### src/design/ffrr_pkg.sv
// ----------------------------------------------------------------------------
// Frame resync receiver package
// Shared constants, status codes and float range helpers.
// ----------------------------------------------------------------------------
package ffrr_pkg;

   localparam int FrameBytes = 36;
   localparam int NumValues  = 8;
   localparam int FillWidth  = 6;

   localparam logic [31:0] EndMarkerReset = 32'h7F80_0000;

   typedef enum logic [1:0] {
      STATUS_OK       = 2'd0,
      STATUS_MARKER   = 2'd1,
      STATUS_RANGE    = 2'd2
   } status_type;

   typedef struct packed {
      logic [1:0]  status;
      logic [31:0] stick_0;
      logic [31:0] stick_1;
      logic [31:0] stick_2;
      logic [31:0] stick_3;
      logic [31:0] color_value;
      logic [31:0] first_count;
      logic [31:0] second_count;
      logic [31:0] third_count;
   } rsp_type;

   // Float limits as IEEE single magnitudes.
   localparam logic [30:0] Mag600 = 31'h4416_0000;
   localparam logic [30:0] Mag2   = 31'h4000_0000;
   localparam logic [30:0] Mag12  = 31'h4140_0000;

   function automatic logic is_nan(input logic [31:0] v);
      is_nan = (v[30:23] == 8'hFF) && (v[22:0] != 23'd0);
   endfunction

   // Passes when |v| <= lim, or NaN.
   function automatic logic sym_ok(input logic [31:0] v, input logic [30:0] lim);
      sym_ok = is_nan(v) || (v[30:0] <= lim);
   endfunction

   // Passes when 0 <= v <= lim (negative zero counts as zero), or NaN.
   function automatic logic pos_ok(input logic [31:0] v, input logic [30:0] lim);
      pos_ok = is_nan(v) || (v[30:0] == 31'd0) || (!v[31] && (v[30:0] <= lim));
   endfunction

endpackage

### src/design/ffrr_stream_if.sv
// ----------------------------------------------------------------------------
// Valid/ready stream interface
// Carries one word of a generic payload width.
// ----------------------------------------------------------------------------
interface ffrr_stream_if #(parameter int Width = 8);
   logic             valid;
   logic             ready;
   logic [Width-1:0] data;
   modport source (output valid, output data, input ready);
   modport sink   (input valid, input data, output ready);
endinterface

### src/design/ffrr_check.sv
// ----------------------------------------------------------------------------
// Frame check
// Combinational marker and range check over a full window.
// ----------------------------------------------------------------------------
module ffrr_check (
   input  logic [8*ffrr_pkg::FrameBytes-1:0] frame,
   input  logic [31:0]                       end_marker,
   output ffrr_pkg::rsp_type                 rsp
);
   logic [31:0] w [ffrr_pkg::NumValues];
   logic        marker_ok;
   logic        range_ok;

   always_comb begin
      for (int i = 0; i < ffrr_pkg::NumValues; i++) begin
         w[i] = frame[32*i +: 32];
      end
      marker_ok = (frame[8*ffrr_pkg::FrameBytes-1 -: 32] == end_marker);
      range_ok = ffrr_pkg::sym_ok(w[0], ffrr_pkg::Mag600)
         && ffrr_pkg::sym_ok(w[1], ffrr_pkg::Mag600)
         && ffrr_pkg::sym_ok(w[2], ffrr_pkg::Mag600)
         && ffrr_pkg::sym_ok(w[3], ffrr_pkg::Mag600)
         && ffrr_pkg::pos_ok(w[4], ffrr_pkg::Mag2)
         && ffrr_pkg::pos_ok(w[5], ffrr_pkg::Mag12)
         && ffrr_pkg::pos_ok(w[6], ffrr_pkg::Mag12)
         && ffrr_pkg::pos_ok(w[7], ffrr_pkg::Mag12);
      rsp = '0;
      if (!marker_ok) begin
         rsp.status = ffrr_pkg::STATUS_MARKER;
      end else if (!range_ok) begin
         rsp.status = ffrr_pkg::STATUS_RANGE;
      end else begin
         rsp.status       = ffrr_pkg::STATUS_OK;
         rsp.stick_0      = w[0];
         rsp.stick_1      = w[1];
         rsp.stick_2      = w[2];
         rsp.stick_3      = w[3];
         rsp.color_value  = w[4];
         rsp.first_count  = w[5];
         rsp.second_count = w[6];
         rsp.third_count  = w[7];
      end
   end
endmodule

### src/design/float_frame_resync_receiver_unit.sv
// ----------------------------------------------------------------------------
// Float frame resync receiver
// Collects bytes into a 36-byte window and checks each full frame.
// ----------------------------------------------------------------------------
// Channel   Direction  Payload
// req       in         rx_byte (8)
// rsp       out        status (2), eight 32-bit float words
// csr       in         end_marker write (32)
// One byte is taken per cycle while the input is not stalled; a byte that fills the
// window yields a word in the next cycle from the result register, set by the single pass frame check.
// The input stalls only while a result is held and the downstream is stalled.
// Reset empties the window and restores the default end marker.
// ----------------------------------------------------------------------------
module float_frame_resync_receiver_unit (
   input  logic                     clock,
   input  logic                     reset,
   ffrr_stream_if.sink              req,
   ffrr_stream_if.source            rsp,
   input  logic                     csr_we,
   input  logic [31:0]              csr_wdata
);
   logic [7:0]                         win_ff [ffrr_pkg::FrameBytes];
   logic [ffrr_pkg::FillWidth-1:0]     fill_ff;
   logic [ffrr_pkg::FillWidth-1:0]     fill_in;
   logic [31:0]                        marker_ff;
   logic                               out_valid_ff;
   ffrr_pkg::rsp_type                  out_ff;
   ffrr_pkg::rsp_type                  chk_rsp;
   logic [8*ffrr_pkg::FrameBytes-1:0]  frame;
   logic                               take;
   logic                               full;
   localparam logic [ffrr_pkg::FillWidth-1:0] LastPos =
      ffrr_pkg::FillWidth'(ffrr_pkg::FrameBytes - 1);

   assign req.ready = !out_valid_ff || rsp.ready;
   assign take      = req.valid && req.ready;
   assign full      = (fill_ff == LastPos);

   always_comb begin
      for (int i = 0; i < ffrr_pkg::FrameBytes - 1; i++) begin
         frame[8*i +: 8] = win_ff[i];
      end
      frame[8*ffrr_pkg::FrameBytes-1 -: 8] = req.data;
   end

   ffrr_check u_check (
      .frame      (frame),
      .end_marker (marker_ff),
      .rsp        (chk_rsp)
   );

   always_comb begin
      fill_in = fill_ff;
      if (take) begin
         if (!full) begin
            fill_in = fill_ff + 1'b1;
         end else if (chk_rsp.status == ffrr_pkg::STATUS_OK) begin
            fill_in = '0;
         end
      end
   end

   always_ff @(posedge clock) begin
      if (reset) begin
         fill_ff      <= '0;
         marker_ff    <= ffrr_pkg::EndMarkerReset;
         out_valid_ff <= 1'b0;
      end else begin
         fill_ff <= fill_in;
         if (csr_we) begin
            marker_ff <= csr_wdata;
         end
         if (take && full) begin
            out_valid_ff <= 1'b1;
         end else if (rsp.ready) begin
            out_valid_ff <= 1'b0;
         end
      end
   end

   always_ff @(posedge clock) begin
      if (take) begin
         if (full) begin
            out_ff <= chk_rsp;
            for (int i = 0; i < ffrr_pkg::FrameBytes - 2; i++) begin
               win_ff[i] <= win_ff[i+1];
            end
            win_ff[ffrr_pkg::FrameBytes-2] <= req.data;
         end else begin
            win_ff[fill_ff] <= req.data;
         end
      end
   end

   assign rsp.valid = out_valid_ff;
   assign rsp.data  = out_ff;

   a_fill_range: assert property (@(posedge clock) disable iff (reset)
      fill_ff <= LastPos) else $error("fill level beyond window");
   a_result_on_full: assert property (@(posedge clock) disable iff (reset)
      take && full |=> rsp.valid) else $error("full window gave no result");
   a_reject_slides: assert property (@(posedge clock) disable iff (reset)
      take && full && chk_rsp.status != ffrr_pkg::STATUS_OK |=> fill_ff == LastPos)
      else $error("rejected frame did not slide");
endmodule

### src/flat_wrapper.sv
// flat-port wrapper written by rule: the top's interface ports become plain ports
module float_frame_resync_receiver_unit_flat import ffrr_pkg::*;
  (clock, reset, csr_we, csr_wdata, req_valid, req_data, req_ready, rsp_valid, rsp_data, rsp_ready);
  ffrr_stream_if #(.Width(8)) req_i ();
  ffrr_stream_if #(.Width($bits(rsp_type))) rsp_i ();
  input  logic clock;
  input  logic reset;
  input  logic csr_we;
  input  logic [31:0] csr_wdata;
  input wire logic [$bits(req_i.valid)-1:0] req_valid;
  input wire logic [$bits(req_i.data)-1:0] req_data;
  output wire logic [$bits(req_i.ready)-1:0] req_ready;
  output wire logic [$bits(rsp_i.valid)-1:0] rsp_valid;
  output wire logic [$bits(rsp_i.data)-1:0] rsp_data;
  input wire logic [$bits(rsp_i.ready)-1:0] rsp_ready;
  assign req_i.valid = req_valid;
  assign req_i.data = req_data;
  assign req_ready = req_i.ready;
  assign rsp_valid = rsp_i.valid;
  assign rsp_data = rsp_i.data;
  assign rsp_i.ready = rsp_ready;
  float_frame_resync_receiver_unit u_core (.clock(clock), .reset(reset), .req(req_i), .rsp(rsp_i), .csr_we(csr_we), .csr_wdata(csr_wdata));
endmodule
### config.mk
export PLATFORM = sky130hd
export DESIGN_NAME = float_frame_resync_receiver_unit_flat
export DESIGN_NICKNAME = d
export VERILOG_FILES = /design/src/design/ffrr_pkg.sv /design/src/design/ffrr_stream_if.sv /design/src/design/ffrr_check.sv /design/src/design/float_frame_resync_receiver_unit.sv /design/src/flat_wrapper.sv
export SDC_FILE = /design/constraint.sdc
export NUM_CORES = 1
export LEC_CHECK = 0
export ABC_AREA = 1
export BUFFER_PORTS_ARGS = -buffer_cell sky130_fd_sc_hd__buf_4
export CORE_ASPECT_RATIO = 2
export CORE_MARGIN = 2
export CORE_UTILIZATION = 45
export CTS_CLUSTER_SIZE = 40
export DETAILED_ROUTE_END_ITERATION = 8
export PLACE_DENSITY = 0.65
export SYNTH_ARGS = -nofsm -noshare
export SYNTH_HDL_FRONTEND = slang
export SYNTH_SLANG_ARGS = --single-unit
export TNS_END_PERCENT = 10
### constraint.sdc
create_clock -name clock -period 12.3 [get_ports clock]
set_input_delay 1.845 -clock clock [delete_from_list [all_inputs] [get_ports clock]]
set_output_delay 1.845 -clock clock [all_outputs]
set_load 0.1 [all_outputs]
# Word level (Yosys, flattened, before mapping)
# Memory sizes are Yosys's and may differ from the RTL's.
# Index checks and enable logic that the tools add are counted.
word_totals:
  ff_bits: 297
  wordCells: 105
  in_bits: 45
  latchBits: 0
  mem_bits_rw: 288
  mem_bits_ro: 0
  out_inout_bits: 260
  memories: 1
op_classes:
  n_reduce_logical: 57
  n_bitwise: 0
  addsub: 1
  n_mux: 15
  multipliers: 0
  shifts: 0
  magnitude_cmp: 8
  n_div: 0
  n_eq_ne: 11
memory_table:
  columns: ["memory", "words", "width", "rd", "rd_clocked_by_memory_dff", "wr", "line_no", "rtl"]
  rows:
  - ["u_core.win_ff", 36, 8, 35, 0, 35, "float_frame_resync_receiver_unit.sv:22", "logic [7:0] win_ff [ffrr_pkg::FrameBytes];"]
op_table:
  columns: ["cell", "n"]
  rows:
  - ["31-bit less-or-equal comparator (second input constant)", 8]
  - ["23-bit nonzero test", 8]
  - ["31-bit logical NOT", 4]
  - ["8-bit equality test (second input constant)", 8]
  - ["32-bit equality test", 1]
  - ["1-bit logical AND", 21]
  - ["6-bit two-way mux", 3]
  - ["1-bit logical OR", 13]
  - ["1-bit two-way mux", 9]
  - ["8-bit two-way mux", 1]
  - ["8-bit OR reduction", 1]
  - ["6-bit by 1-bit adder with 6-bit output (second input constant)", 1]
  - ["6-bit equality test (second input constant)", 1]
  - ["2-bit AND reduction", 3]
  - ["1-bit logical NOT", 5]
  - ["2-bit two-way mux", 2]
  - ["2-bit logical NOT", 1]
  - ["2-bit != test (second input constant)", 1]
  - ["2-bit nonzero test", 1]

# Logic depth before layout (Yosys ltp)
depth:
  ltp_word: 15
  mapped_depth: 15
  mapped_depth_nobuf: 14

# Modules after synthesis
# From an unflattened synthesis, not the netlist that was laid out.
unflattened:
  cells_unflattened: 2888
  hier_area_um2: 29366.9
modules_own_cells:
  columns: ["mod", "seq_area_each_um2", "cells_each", "instances", "area_per_inst_um2"]
  rows:
  - ["float_frame_resync_receiver_unit", 16936.2, 1733, 1, 22068.7]
  - ["ffrr_check", 0.0, 1155, 1, 7298.2]

# Least setup slack after synthesis
# OpenSTA, ideal clock, no wires.
synth_timing:
  path_type: "in2reg"
  startpoint: "in rsp_ready"
  endpoint: "mem u_core.win_ff[34][6] (data pin)"
  t_arrival_ns: 10.972
  path_slack_ns: 0.745
  path_buffers: 1
  required_ns: 11.718
  stages: 6
  setup_ns: 0.582
  path_cell_list: "inv_1 nand2_1 nand2_1 nor2_1 clkbuf_1 o21ai_0"
synth_lines:
  columns: ["item", "line_no", "rtl"]
  rows:
  - ["start, declared", "flat_wrapper.sv:15", "input wire logic [$bits(rsp_i.ready)-1:0] rsp_ready;"]
  - ["end, declared", "float_frame_resync_receiver_unit.sv:22", null]

==> run_results.csv <==
group,metric,value,unit
route,ant_nets,0,
route,post_drt_wl_per_cell,18.7,um
sta,setup_viol,0,
route,routed_via_density,5.16,
power,total_power,3.87,mW
grt,antenna_found_initial,0,
route,drt-initial-drc-count,1463,
power,p_clk_share,42.6,%
grt,grt_pass1_vias,18000,
layout,final_common_cell,"edfxtp_1",
die,die_h,338,um
power,p_switching,0.783,mW
setup_path,worst_ep_required_time,12540,ps
clock_tree,path_clk_slew,60,ps
grt,grt_overflow_total,0,
setup_path,endpoint_kind,"flop",
sta,slew_viol_final,0,
clock_tree,cts_resized,0,
sta,fmaxAchievable,221,MHz
setup_path,worstSetupPathType,"primary input to flop",
layout,antenna_cells,0,
route,vias,17900,
route,route.detailed.drc,0,
sta,rsz0062_at_grt,"no",
die,boundaryPins,305,
power,p_per_area,131,nW/um2
synth,yosys_warnings,0,
layout,layout.cells.non_filler,3474,
die,fp.coreArea,55100,um2
die,die_w,171,um
layout,layout_common_cells,"538 x edfxtp_1, 483 x nand2_1, 425 x nor2_1",
placement,place_congestion,0.825,
layout,layout-drive-gt1-share,16.5,%
setup_path,worstSetupStartpointType,"primary input",
layout,fin_nets,2736,
layout,nFillCells,4774,
clock_tree,clock_latency,600,ps
synth,syn_area,25000,um2
power,irDropWorstVdd,107,uV
route,wl,64900,um
clock_tree,postCtsHoldBufs,0,
synth,synthesis.nets,2469,
sta,tightestPinTransition,1410,ps
setup_path,worstPathArrival,4760,ps
layout,stdcell_area,29600,um2
clock_tree,cts_sinks,577,
power,p_comb_share,2.3,%
sta,fin_setup_tns,0,ps
synth,synth-edff-count,538,
clock_tree,numCtsBuffers,50,
synth,synth_ff_type,"edfxtp_1",
power,switching_share,20.2,%
clock_tree,cts-root-buf,"clkbuf_16",
placement,portBuffers,304,
status,status,"complete, no violations",
placement,hpwl,45900,um
synth,yosysUniqueCellTypes,39,
clock_tree,clock_path_buffers,3,
sta,hold_violations,0,
sta,final.min_clock_period,4520,ps
sta,skew,33.4,ps
power,seqPwrFrac,55.1,%
synth,syn_inst,2423,
clock_tree,cts_tree,"built",
layout,syn_to_final_growth,18.4,%
grt,grt_pass1_wl,97700,um
synth,syn_avg_cell_area,10.3,um2
die,rows,122,
clock_tree,htreeDepth,2,
flow_run,cap_violations,0,
synth,ys_ff_latch,577,
die,die_area,57600,um2
placement,dpl.cell_count,3382,
sta,fin_crit_sh,36.7,%
min_path,hp-class,"flop to flop",
grt,globalRouteTotalUtil,22.3,%
power,p_leak,12.4,nW
synth,synth-async-reset-ratio,0,%
power,internal_power,3.09,mW
placement,placed_area,27900,um2
grt,grt_max_degree,203,
sta,slew_headroom,5.90,%
clock_tree,post_cts_buffers,0,
setup_path,path_max_fanout,17,
die,start_util,45.4,%
synth,ys_seq_area_share,67.7,%
route,dr.pass1.iters,6,
==> metal layers <==
layer  GRT usage [%]  part of all wire (%)  vias to the layer above
met5               0                     0                        -
met2            42.5                    54                      663
met3            3.13                   5.9                      150
met1            24.2                    35                     8558
met4            10.1                   4.3                        0
li1                -                     -                     8561
==> cell type report <==
type | count | area (um2) | share of cell area, %
flip-flops and latches | 577 | 16900 | 57.1
multi-input cells | 1448 | 6570 | 22.2
repair buffers | 317 | 2390 | 8.07
clock buffers | 62 | 1320 | 4.45
inverters | 296 | 1110 | 3.76
well taps | 744 | 931 | 3.14
clock inverters | 30 | 374 | 1.26
==> kinds of logic after synthesis <==
logic type	Yosys count	share of synthesized area (%)
flops	577	67.7
simple gates	1084	18.0
xor+xnor	29	1.01
fa+ha+maj	1	0.0500
buf+inv	398	6.51
compound gates	334	6.79
==> cell usage after synthesis, types with 3 or more instances <==
library cell,count,share of area (%)
inv_2,4,0.060
nand2_1,484,7.3
dfxtp_1,39,3.1
o21ai_0,226,4.5
nor2_2,3,0.075
clkbuf_1,47,0.70
nor3_1,21,0.42
a21oi_1,16,0.32
inv_1,289,4.3
nand2_4,8,0.36
nor2_4,8,0.36
buf_2,44,0.88
nand3_1,70,1.4
or2_2,7,0.17
nand2_2,8,0.20
o21ai_1,84,1.7
nor2_1,426,6.4
edfxtp_1,538,65
nand4_1,39,0.97
xnor2_1,27,0.94
buf_6,10,0.45
==> stage by stage <==
| step | utilization [%] | hold WS (ps) | worst slack, ps |
|---|---|---|---|
| after CTS | 53.8 | 483 | 7880 |
| after floorplan | - | 446 | 745 |
| after global routing | 53.8 | 505 | 7620 |
| after detailed placement | 50.7 | 468 | 7280 |
| after global placement | 50.7 | 462 | 7390 |
| final | 53.8 | 479 | 7780 |
==> worst paths after layout <==
kind	endpoint	cells after the start	start	slack [ps]
setup / recovery	u_core.win_ff[28][2]	9	rsp_ready	7780
setup reg to reg	u_core.rsp.data[58]	15	u_core.win_ff[20][0]	8480
hold / removal	u_core.marker_ff[26]	2	u_core.marker_ff[26]	480
hold reg to reg	u_core.marker_ff[26]	2	u_core.marker_ff[26]	480
==> worst max-delay path, cell delays in order <==
cell     delay, ps
buf_4           70
inv_1           30
nand2_1         90
nand2_1        260
nor2_4         480
nand3_1        170
nor2_1         830
nand2_1        530
nand2_1        430
==> power by group through the flow <==
| stage | clock network [mW] | logic (mW) | registers, mW |
|---|---|---|---|
| 5_1_grt | 1.74 | 0.0988 | 2.13 |
| 6_report | 1.65 | 0.0902 | 2.13 |
| 2_1_floorplan | 0 | 0.0521 | 2.17 |
| 4_1_cts | 1.68 | 0.0909 | 2.13 |
| 3_3_place_gp | 0 | 0.0880 | 2.18 |
| 3_5_place_dp | 0 | 0.0903 | 2.18 |
==> flip-flops by register name (all words and copies together), names as in the netlist <==
| signal | cells |
|---|---|
| u_core.marker_ff | 32 |
| u_core.rsp.data | 258 |
| u_core.fill_ff | 6 |
| u_core.win_ff | 280 |
| u_core.rsp.valid | 1 |
Note: power is estimated with default switching activity, not from simulation.
